File: config.mk
export PLATFORM = sky130hd
export DESIGN_NAME = rau_ctrl
export DESIGN_NICKNAME = d
export VERILOG_FILES = /design/src/hw/rtl/rau_pkg.sv /design/src/hw/rtl/rau_ctrl.sv
export SDC_FILE = /design/constraint.sdc
export NUM_CORES = 1
export LEC_CHECK = 0
export BUFFER_PORTS_ARGS = -buffer_cell sky130_fd_sc_hd__clkbuf_2
export CORE_AREA = 2 2 39 41
export DETAILED_ROUTE_END_ITERATION = 6
export DIE_AREA = 0 0 41 43
export REMOVE_ABC_BUFFERS = 1
export SLEW_MARGIN = 10
export SYNTH_ARGS = -nofsm -noshare
export SYNTH_HDL_FRONTEND = slang
export SYNTH_SLANG_ARGS = --single-unit
export TNS_END_PERCENT = 10
File: constraint.sdc
create_clock -name i_clk -period 5 [get_ports i_clk]
set_clock_uncertainty 0.1 [all_clocks]
set_input_delay 0.75 -clock i_clk [delete_from_list [all_inputs] [get_ports i_clk]]
set_output_delay 0.75 -clock i_clk [all_outputs]
set_load 0.005 [all_outputs]
File: src/hw/rtl/rau_pkg.sv
`default_nettype none
// ----------------------------------------------------------------------------
// rau_pkg
// Shared types and constants of the rational arithmetic unit.
// ----------------------------------------------------------------------------
package rau_pkg;

    localparam int unsigned DefWidth = 64;

    // operation codes
    localparam logic [2:0] OpAdd = 3'd0;
    localparam logic [2:0] OpSub = 3'd1;
    localparam logic [2:0] OpMul = 3'd2;
    localparam logic [2:0] OpDiv = 3'd3;
    localparam logic [2:0] OpCmp = 3'd4;
    localparam logic [2:0] OpNrm = 3'd5;

    // status codes
    localparam logic [1:0] StOk   = 2'd0;
    localparam logic [1:0] StZero = 2'd1;
    localparam logic [1:0] StOvf  = 2'd2;

    // datapath commands
    typedef struct packed {
        logic load;      // capture operands, decode
        logic mul;       // run one multiply step
        logic combine;   // form numerator and denominator
        logic gcd_step;
        logic div_init;
        logic div_step;
        logic finish;    // register the result
    } t_cmd;

    // datapath status
    typedef struct packed {
        logic bad;       // error before arithmetic
        logic is_cmp;
        logic mul_done;
        logic gcd_done;
        logic div_done;
    } t_sts;

endpackage : rau_pkg
`default_nettype wire

File: src/hw/rtl/rau_ctrl.sv
`default_nettype none
// ----------------------------------------------------------------------------
// rau_ctrl
// Sequencer of the rational arithmetic unit: steps the datapath through
// multiply, gcd and division phases.
// ----------------------------------------------------------------------------
module rau_ctrl (
    input  wire logic          i_clk,
    input  wire logic          i_rst_n,
    input  wire logic          i_start,
    input  wire rau_pkg::t_sts i_sts,
    output rau_pkg::t_cmd      o_cmd,
    output logic               o_busy,
    output logic               o_done
);
    import rau_pkg::*;

    typedef enum logic [6:0] {
        S_IDLE = 7'b0000001,
        S_DEC  = 7'b0000010,
        S_MUL  = 7'b0000100,
        S_GCD  = 7'b0001000,
        S_DIV  = 7'b0010000,
        S_FIN  = 7'b0100000,
        S_OUT  = 7'b1000000
    } t_state;

    t_state r_state, n_state;

    // next state and commands
    always_comb begin
        n_state = r_state;
        o_cmd   = '0;
        unique case (r_state)
            S_IDLE: begin
                if (i_start) begin
                    o_cmd.load = 1'b1;
                    n_state    = S_DEC;
                end
            end
            S_DEC: begin
                if (i_sts.bad) begin
                    n_state = S_FIN;
                end else begin
                    n_state = S_MUL;
                end
            end
            S_MUL: begin
                o_cmd.mul = 1'b1;
                if (i_sts.mul_done) begin
                    if (i_sts.is_cmp) begin
                        n_state = S_FIN;
                    end else begin
                        o_cmd.combine = 1'b1;
                        n_state       = S_GCD;
                    end
                end
            end
            S_GCD: begin
                // combine registers the operands; the first gcd step loads them
                o_cmd.gcd_step = 1'b1;
                if (i_sts.gcd_done) begin
                    o_cmd.div_init = 1'b1;
                    n_state        = S_DIV;
                end
            end
            S_DIV: begin
                o_cmd.div_step = 1'b1;
                if (i_sts.div_done) begin
                    n_state = S_FIN;
                end
            end
            S_FIN: begin
                o_cmd.finish = 1'b1;
                n_state      = S_OUT;
            end
            S_OUT: begin
                n_state = S_IDLE;
            end
            default: begin
                n_state = S_IDLE;
            end
        endcase
    end

    always_ff @(posedge i_clk) begin
        if (!i_rst_n) begin
            r_state <= S_IDLE;
        end else begin
            r_state <= n_state;
        end
    end

    assign o_busy = (r_state != S_IDLE);
    assign o_done = (r_state == S_OUT);

endmodule : rau_ctrl
`default_nettype wire

Word level (Yosys, flattened, before mapping)
Cells that the tools add are included.
{ "op_classes": {"n_addsub": 0, "multipliers": 0, "n_div": 0, "n_lt_le_gt_ge": 0, "n_eq_ne": 12, "n_shift": 0, "n_mux": 16, "bitwise_logic": 0, "reduce_logical": 1} }
{ "op_table": {"columns": ["operator", "count"], "rows": [
  ["one-hot mux 7 bit (6 select lines)", 1],
  ["2-to-1 mux 7 bit", 4],
  ["2-to-1 mux 6 bit", 2],
  ["!= test 2 bit (second input constant)", 4],
  ["equality test 7 x 1 -> 1 bit (second input constant)", 1],
  ["equality test 7 x 2 -> 1 bit (second input constant)", 1],
  ["equality test 7 x 3 -> 1 bit (second input constant)", 1],
  ["equality test 7 x 4 -> 1 bit (second input constant)", 1],
  ["equality test 7 x 5 -> 1 bit (second input constant)", 1],
  ["equality test 7 x 6 -> 1 bit (second input constant)", 1],
  ["equality test 7 bit (second input constant)", 1],
  ["2-to-1 mux 1 bit", 7],
  ["!= test 7 x 1 -> 1 bit (second input constant)", 1],
  ["2-to-1 mux 2 bit", 2],
  ["AND reduction 4 bit", 1]
]} }
{ "totals": {"regBits": 7, "latchBits": 0, "mem_bits_rw": 0, "rom_bits": 0, "inputBits": 8, "output_inout_bits": 9, "memories": 0} }

Logic depth before layout (Yosys ltp)
Gate-level depths: netlist (run 1).
{ "depth": {"word_depth": 3, "depth_mapped": 5, "depth_no_buf": 5} }

Worst setup path after synthesis (run 1)
No wires, ideal clock.
{ "synth_path": {"kind": "register -> output", "startpoint": "register r_state[1]", "endpoint": "output o_cmd[4] in the netlist's numbering", "t_arrival_ps": 1376, "t_required_ps": 4150, "slack_ps": 2774, "path_stages_with_launch": 4, "path_buffers": 0, "path_cell_list": "dfxtp_1 > or3_1 > nor4_1 > and3b_1"} }
{ "synth_lines": {"columns": ["element", "line", "text"], "rows": [
  ["start: declaration", "rau_ctrl.sv:28", "t_state r_state, n_state;"],
  ["start signal: assignment", "rau_ctrl.sv:90", "r_state <= n_state;"],
  ["end: declaration", "rau_ctrl.sv:12", "output rau_pkg::t_cmd o_cmd,"]
]} }

==> results of run 1 <==
per-stage QoR:
stage	worst slack, ps	instance area (um^2)	std cells
floorplan	2770	435	49
global placement	2700	536	81
detailed placement	2620	536	81
CTS	2350	562	85
global route	2210	562	85
finish	2330	562	85
routing by layer:
metal	up-vias	global-route usage
li1	233	-
met1	209	0.204
met2	16	0.191
met3	5	0.0314
met4	0	0.120
met5	-	0
worst max-delay path, delay by kind of cell, from the launching register on:
kind          cells  cell delay, ps
flops             1             350
simple gates      3            1100
buf+inv           1             110
cells in the final DEF (no fill, tap or decap), types with 2 or more instances in the layout:
cell type	n
and3_1	2
nor3_1	2
inv_1	2
o21ai_0	2
dfxtp_1	7
nand2_1	2
nor2_1	2
clkbuf_4	3
clkbuf_2	16
or4_4	2
and2_1	3
or3_1	2
nand2b_1	2
xor2_1	2
nor4_1	3
final timing paths:
path | end | slack [ps] | cells after the start
max | o_cmd[4] | 2330 | 4
min | r_state[2]$_SDFFE_PN0P_ | 580 | 1
max reg2reg | r_state[2]$_SDFFE_PN0P_ | 3120 | 4
min reg2reg | r_state[2]$_SDFFE_PN0P_ | 580 | 1
cell type report:
type                    count  area share
flip-flops and latches      7       0.249
repair buffers             16       0.143
clock buffers               4      0.0468
inverters                   2      0.0134
multi-input cells          40       0.512
well taps                  16      0.0356
kinds of logic (layout without fill, tap and decap cells):
family	Yosys count	after routing
flip-flops	7	7
AND/OR/NAND/NOR	27	27
XOR/XNOR	2	2
buffers and inverters	3	22
AO/OA/AOI/OAI	11	11
power by group through the flow:
stage                     clock network, mW  registers (mW)  logic, mW
after floorplan                           0          0.0617     0.0136
after global placement                    0          0.0626     0.0217
after detailed placement                  0          0.0627     0.0215
after CTS                            0.0530          0.0616     0.0217
after global routing                 0.0561          0.0623     0.0244
final                                0.0499          0.0618     0.0215
==> results.py, run 1 <==
metrics = {
    "routing": {
        "wl_met3_um": 68,
        "highest_layer": "met4",
        "drt_pass1_iterations": 4,
        "wl_per_cell_um": 12.3,
        "viasPerCell": 5.45,
        "wl_met1_um": 489,
        "drtIter0Drc": 6,
        "finalWirelength_mm": 1.04,
        "ant_nets": 0,
        "wl_met2_um": 451,
        "via_count": 463,
        "drc": 0,
    },
    "clocking": {
        "cts.sink_count": 7,
        "cts_tree": "yes",
        "clockBufferDepth": 2,
        "cts_buffers": 3,
        "htree_levels": 1,
        "path_clk_slew_ps": 50,
        "clkLatencyLatePin_ps": 250,
        "cts_setup_buffers": 0,
        "cts_resized": 0,
        "hold_buffers": 0,
        "clockRootBuffer": "clkbuf_4",
    },
    "pwr": {
        "power_frac_comb": 0.161,
        "p_sw_frac": 0.253,
        "ir_worst_vdd_mv": 0.0943,
        "fin_total_pwr_uw": 133,
        "intPower_uw": 99.5,
        "p_leak_nw": 0.268,
        "p_switching_uw": 33.7,
        "power.density_nw_per_um2": 237,
        "power.share.clock": 0.374,
        "seqPwrFrac": 0.464,
    },
    "cells_and_area": {
        "reg_top3": "r_state x7",
        "finalNetCount": 78,
        "multi_input_area_um2": 288,
        "area_delta_synth_final_pct": 27.9,
        "diodes": 0,
        "postLayoutCoreUtil": 0.406,
        "drive_gt1_frac": 0.348,
        "nFillCells": 164,
        "seq_area_um2": 140,
        "largest_reg_flops": 7,
        "largest_register": "r_state",
    },
    "setup_path": {
        "rr_startpoint": "r_state[2]$_SDFFE_PN0P_",
        "startpoint": "r_state[1]$_SDFFE_PN0P_",
        "critPathRequiredTime_ps": 4150,
        "crit_path_top_delay_cell": "nor4_1",
        "startpoint_type": "flop",
        "critPathKind": "reg2out",
        "endpoint_kind": "primary output",
        "cp_cell_sequence": "or3_1, nor4_1, and3b_1, clkbuf_2",
        "slowest_delay_ps": 440,
        "crit_fanout": 7,
        "cp_data_arrival_time_ps": 1820,
    },
    "sta": {
        "slew_headroom": 0.675,
        "rsz0062_at_grt": "no",
        "fin_crit_ps": 2670,
        "fin_crit_sh": 0.534,
        "worst_slew_pin_slew_ps": 483,
        "report.final.slew_viol_count": 0,
        "whs_ps": 580,
        "setup_tns_ps": 0,
        "fmax_ghz": 0.375,
        "hold_viol": 0,
        "setup-violations-final": 0,
    },
    "global_routing": {
        "grt-ovfl-total": 0,
        "grt_max_degree": 10,
        "grt_pass1_vias": 415,
        "antenna_found_initial": 0,
        "grt_usage": 0.149,
        "grt_pass1_wl_mm": 1.74,
    },
    "die": {
        "rows": 14,
        "fp.dieH_um": 43,
        "fp.coreArea_um2": 1380,
        "die_area_um2": 1760,
        "initial_core_util": 0.317,
        "die_x_um": 41,
        "io_pins": 17,
    },
    "synth": {
        "synthMuxAreaShare": 0,
        "synth-async-reset-ratio": 0,
        "synthXorXnorAreaFrac": 0.0399,
        "syn_avg_cell_area_um2": 8.78,
        "synthTopCellsByArea": "dfxtp_1 32%, or4_4 5.1%, and2_1 4.3%",
        "ys_ff_latch": 7,
        "yosys-top-cells-count": "7 x dfxtp_1, 3 x and2_1, 3 x nor4_1",
        "synth_top_area_share": 0.319,
        "synth_edf_count": 0,
        "synth_compound_area_frac": 0.188,
        "yosysMostFrequentCell": "dfxtp_1",
        "netlist_area_um2": 439,
        "synth-simple-area-share": 0.427,
        "synth_warnings": 0,
        "ys_seq_area_frac": 0.319,
        "synth_fa_ha_area_frac": 0,
        "synth_top_family_by_area": "simple AND/OR/NAND/NOR gates",
        "synth_top_area_cell": "dfxtp_1",
        "netlist_instances": 50,
        "ys.flop_type": "dfxtp_1",
        "synth.distinct_cells": 30,
    },
    "worst_hold_path": {
        "hp-class": "reg2reg",
        "min_from": "r_state[2]$_SDFFE_PN0P_",
    },
    "outcome": {
        "status": "complete, no violations",
    },
    "run": {
        "maxCapViolCount": 0,
    },
    "placement": {
        "gp_congestion": 0.720,
        "place_hpwl_um": 808,
        "io_buffers": 16,
    },
}
(Power assumes the default switching activity.)
==> inputs of run 2 (changes only) <==
clock period = 2.3 ns   (was 5 ns; I/O delays follow)
==> results.py, run 2 (synthesis gave the netlist of run 1 again) <==
metrics = {
    "die": {
        "initial_core_util": 0.317,
        "io_pins": 17,
        "die_x_um": 41,
        "die_area_um2": 1760,
        "fp.dieH_um": 43,
        "fp.coreArea_um2": 1380,
        "rows": 14,
    },
    "routing": {
        "drt_pass1_iterations": 2,
        "wl_per_cell_um": 12.0,
        "finalWirelength_mm": 1.02,
        "drc": 0,
        "ant_nets": 0,
        "via_count": 452,
        "drtIter0Drc": 5,
        "viasPerCell": 5.32,
    },
    "setup_path": {
        "startpoint_type": "flop",
        "crit_fanout": 7,
        "cp.depth": 4,
        "cp_cell_sequence": "or3_1, nor4_2, and3b_1, clkbuf_2",
        "path_delay_family": "simple AND/OR/NAND/NOR gates",
        "reg2reg_to": "r_state[2]$_SDFFE_PN0P_",
        "reg2reg_depth": 4,
        "slowest_delay_ps": 430,
        "critPathKind": "reg2out",
        "rr_startpoint": "r_state[2]$_SDFFE_PN0P_",
        "reg2reg_slack_ps": 420,
        "crit_buf_inv": 1,
        "critPathRequiredTime_ps": 1860,
        "cp_data_arrival_time_ps": 1660,
        "endpoint_kind": "primary output",
        "crit_path_top_delay_cell": "or3_1",
    },
    "sta": {
        "fmax_ghz": 0.475,
        "fin_ws_ps": 194,
        "fin_crit_ps": 2110,
        "setup_tns_ps": 0,
        "slew_headroom": 0.775,
        "setup-violations-final": 0,
        "report.final.slew_viol_count": 0,
        "fin_crit_sh": 0.916,
        "rsz0062_at_grt": "no",
        "hold_viol": 0,
        "worst_slew_pin_slew_ps": 334,
        "whs_ps": 252,
    },
    "cells_and_area": {
        "finalNetCount": 78,
        "postLayoutCoreUtil": 0.410,
        "diodes": 0,
        "layout_commonest_cell": "clkbuf_2",
        "reg_top3": "r_state x7",
        "drive_gt1_frac": 0.362,
        "area_delta_synth_final_pct": 29.3,
        "most-common-layout-cells": "16 x clkbuf_2, 7 x dfxtp_1, 3 x and2_1, 3 x clkbuf_4",
        "fin_cells": 85,
        "largest_register": "r_state",
        "largest_reg_flops": 7,
    },
    "run": {
        "maxCapViolCount": 0,
    },
    "pwr": {
        "ir_worst_vdd_mv": 0.236,
        "power.density_nw_per_um2": 507,
        "p_leak_nw": 0.269,
    },
    "global_routing": {
        "grt_usage": 0.147,
        "grt_max_degree": 10,
        "grt_pass1_vias": 400,
        "grt-ovfl-total": 0,
        "antenna_found_initial": 0,
        "grt_pass1_wl_mm": 1.68,
    },
    "clocking": {
        "path_clk_slew_ps": 50,
        "htree_levels": 1,
        "clockRootBuffer": "clkbuf_4",
        "cts.sink_count": 7,
        "cts_buffers": 3,
        "cts_tree": "yes",
        "cts_setup_buffers": 0,
        "clockBufferDepth": 2,
        "cts_resized": 0,
        "clkLatencyLatePin_ps": 240,
        "hold_buffers": 0,
    },
    "worst_hold_path": {
        "whs_endpoint": "r_state[1]$_SDFFE_PN0P_",
        "whs_path_depth": 2,
        "min_from": "i_start",
        "hp-class": "in2reg",
    },
    "placement": {
        "place_hpwl_um": 811,
        "placed_cells": 81,
        "dp_slack_ps": 345,
        "gp_congestion": 0.719,
        "io_buffers": 16,
    },
    "outcome": {
        "status": "complete, no violations",
    },
}
[run 2: cell counts in the layout (fill, tap and decap cells not counted)]
No cell type changed its count.
[run 2: final cells by class]
cell class,instances,area [um^2]
repair buffers,16,80.1
multi-input cells,40,294
fillers,149,816
clock buffers,4,26.3
inverters,2,7.51
flip-flops and latches,7,140
well taps,16,20.0
[run 2: worst reg2reg max path, delay by kind of cell, from the launching register on]
kind,cells,cell delay (ps)
and+or+nand+nor,2,1070
DFF,1,370
AOI/OAI and AO/OA,2,290
[run 2: metal layers]
layer | GRT usage | part of all wire | vias up | wire length (um)
li1 | - | - | 230 | -
met1 | 0.195 | 0.48 | 207 | 484
met2 | 0.184 | 0.44 | 13 | 448
met3 | 0.0471 | 0.073 | 2 | 74
met4 | 0.120 | 0.0098 | 0 | 10
met5 | 0 | 0 | - | 0
[run 2: stage by stage]
stage	area (um^2)	power [mW]
after detailed placement	536	0.183
after global routing	568	0.308
final	568	0.288
after global placement	536	0.183
after CTS	562	0.294
after floorplan	435	0.164
[run 2: worst max path at each step]
stage | from | to | slack, ps
4_1_cts | r_state[1]$_SDFFE_PN0P_ | o_cmd[4] | 70
3_3_place_gp | r_state[1]$_SDFFE_PN0P_ | o_cmd[4] | 400
2_1_floorplan | r_state[1]$_SDFFE_PN0P_ | o_cmd[4] | 480
5_1_grt | r_state[2]$_SDFFE_PN0P_ | o_cmd[0] | 40
6_report | r_state[1]$_SDFFE_PN0P_ | o_cmd[4] | 190
3_5_place_dp | r_state[1]$_SDFFE_PN0P_ | o_cmd[4] | 340
[run 2: power breakdown]
group | switching, mW | leakage [nW] | total, mW | internal [mW]
logic | 0.0223 | 0.197 | 0.0471 | 0.0248
registers | 0.00902 | 0.0569 | 0.135 | 0.126
clock network | 0.0401 | 0.0150 | 0.106 | 0.0659
total | 0.0715 | 0.269 | 0.288 | 0.216
==> inputs of run 3 (changes only) <==
REMOVE_ABC_BUFFERS = unset   (was 1)
==> results.py, run 3 (synthesis gave the netlist of run 1 again) <==
metrics = {
    "outcome": {
        "status": "complete, no violations",
    },
    "cells_and_area": {
        "largest_reg_flops": 7,
        "multi_input_area_um2": 294,
        "layout_commonest_cell": "clkbuf_2",
        "most-common-layout-cells": "16 x clkbuf_2, 7 x dfxtp_1, 3 x and2_1, 3 x clkbuf_4",
        "area_delta_synth_final_pct": 29.3,
        "diodes": 0,
        "seq_area_um2": 140,
        "fin_cells": 85,
        "finalNetCount": 78,
        "nFillCells": 150,
        "reg_top3": "r_state x7",
        "drive_gt1_frac": 0.362,
        "largest_register": "r_state",
    },
    "clocking": {
        "clockRootBuffer": "clkbuf_4",
        "clkLatencyLatePin_ps": 250,
        "clockBufferDepth": 2,
        "cts_buffers": 3,
        "htree_levels": 1,
        "cts.sink_count": 7,
        "hold_buffers": 0,
        "cts_tree": "yes",
        "path_clk_slew_ps": 50,
    },
    "global_routing": {
        "grt_max_degree": 10,
        "grt_pass1_wl_mm": 1.73,
        "met1_usage": 0.181,
        "grt_pass1_vias": 443,
        "grt-ovfl-total": 0,
        "antenna_found_initial": 0,
        "grt_usage": 0.145,
        "met2_usage": 0.209,
        "grt_use_met3": 0.00524,
        "grt_busiest_layer": "met2",
    },
    "routing": {
        "via_count": 439,
        "viasPerCell": 5.16,
        "drt_pass1_iterations": 3,
        "wl_per_cell_um": 12.5,
        "finalWirelength_mm": 1.06,
        "ant_nets": 0,
        "drtIter0Drc": 5,
        "drc": 0,
    },
    "sta": {
        "fin_crit_ps": 2130,
        "report.final.slew_viol_count": 0,
        "rsz0062_at_grt": "no",
        "setup_tns_ps": 0,
        "fin_crit_sh": 0.927,
        "setup-violations-final": 0,
        "slew_headroom": 0.750,
        "worst_slew_pin_slew_ps": 372,
        "hold_viol": 0,
        "fmax_ghz": 0.469,
    },
    "worst_hold_path": {
        "whs_endpoint": "r_state[1]$_SDFFE_PN0P_",
        "min_from": "i_start",
        "whs_path_depth": 2,
        "hp-class": "in2reg",
    },
    "placement": {
        "placed_cells": 81,
        "place_hpwl_um": 805,
        "gp_congestion": 0.704,
        "io_buffers": 16,
    },
    "pwr": {
        "power.density_nw_per_um2": 513,
        "p_leak_nw": 0.269,
        "ir_worst_vdd_mv": 0.224,
    },
    "run": {
        "maxCapViolCount": 0,
    },
    "setup_path": {
        "crit_fanout": 7,
        "reg2reg_slack_ps": 420,
        "critPathKind": "reg2out",
        "startpoint_type": "flop",
        "rr_startpoint": "r_state[2]$_SDFFE_PN0P_",
        "endpoint_kind": "primary output",
        "critPathRequiredTime_ps": 1860,
        "reg2reg_to": "r_state[2]$_SDFFE_PN0P_",
        "reg2reg_depth": 4,
        "cp_data_arrival_time_ps": 1690,
    },
    "die": {
        "die_x_um": 41,
        "io_pins": 17,
        "initial_core_util": 0.317,
        "die_area_um2": 1760,
        "rows": 14,
        "fp.coreArea_um2": 1380,
        "fp.dieH_um": 43,
    },
    "synth": {
        "syn_nets": 58,
    },
}
-- run 3: cell counts in the layout (fill, tap and decap cells not counted) --
No cell type changed its count.
-- run 3: through the flow --
stage / power (mW) / utilization / worst slack (ps) / area, um^2 / hold slack [ps]
2_1_floorplan: 0.165 / - / 479 / 439 / 367
3_3_place_gp: 0.183 / 0.387 / 401 / 536 / 497
3_5_place_dp: 0.183 / 0.387 / 339 / 536 / 506
4_1_cts: 0.297 / 0.406 / 55.6 / 562 / 240
5_1_grt: 0.312 / 0.410 / 54.9 / 568 / 252
6_report: 0.292 / 0.410 / 167 / 568 / 252
-- run 3: worst max-delay path, stage by stage (launching register included) --
cell,delay (ps)
dfxtp_1,360
or3_1,430
nor4_1,360
nand2_1,130
inv_1,60
clkbuf_2,100
-- run 3: worst max-delay path by stage --
stage	start	endpoint	slack (ps)	depth (start not counted)
after floorplan	r_state[1]$_SDFFE_PN0P_	o_cmd[4]	480	3
after global placement	r_state[1]$_SDFFE_PN0P_	o_cmd[4]	400	4
after detailed placement	r_state[1]$_SDFFE_PN0P_	o_cmd[4]	340	4
after CTS	r_state[1]$_SDFFE_PN0P_	o_cmd[4]	60	4
after global routing	r_state[1]$_SDFFE_PN0P_	o_cmd[4]	50	4
final	r_state[1]$_SDFFE_PN0P_	o_cmd[2]	170	5
-- run 3: final cells by class --
class,count,area share
tap,16,0.0352
timing repair buffer,16,0.141
multi-input combinational,40,0.518
inverter,2,0.0132
clock buffer,4,0.0463
sequential,7,0.247
-- run 3: power breakdown --
| group | switching, mW | leakage (nW) | internal, mW |
|---|---|---|---|
| Clock | 0.0437 | 0.0150 | 0.0661 |
| Combinational | 0.0223 | 0.197 | 0.0248 |
| Sequential | 0.00911 | 0.0569 | 0.126 |
| Total | 0.0752 | 0.269 | 0.216 |
-- run 3: what timing repair did --
action	in CTS	in global routing
endpoints found under the setup margin	0	1
resized for setup	0	1
buffers inserted	0	0
-- run 3: per-layer routing --
layer | up-vias | wire, um
met5 | - | 0
li1 | 230 | -
met4 | 0 | 0
met3 | 0 | 56
met1 | 198 | 506
met2 | 11 | 498
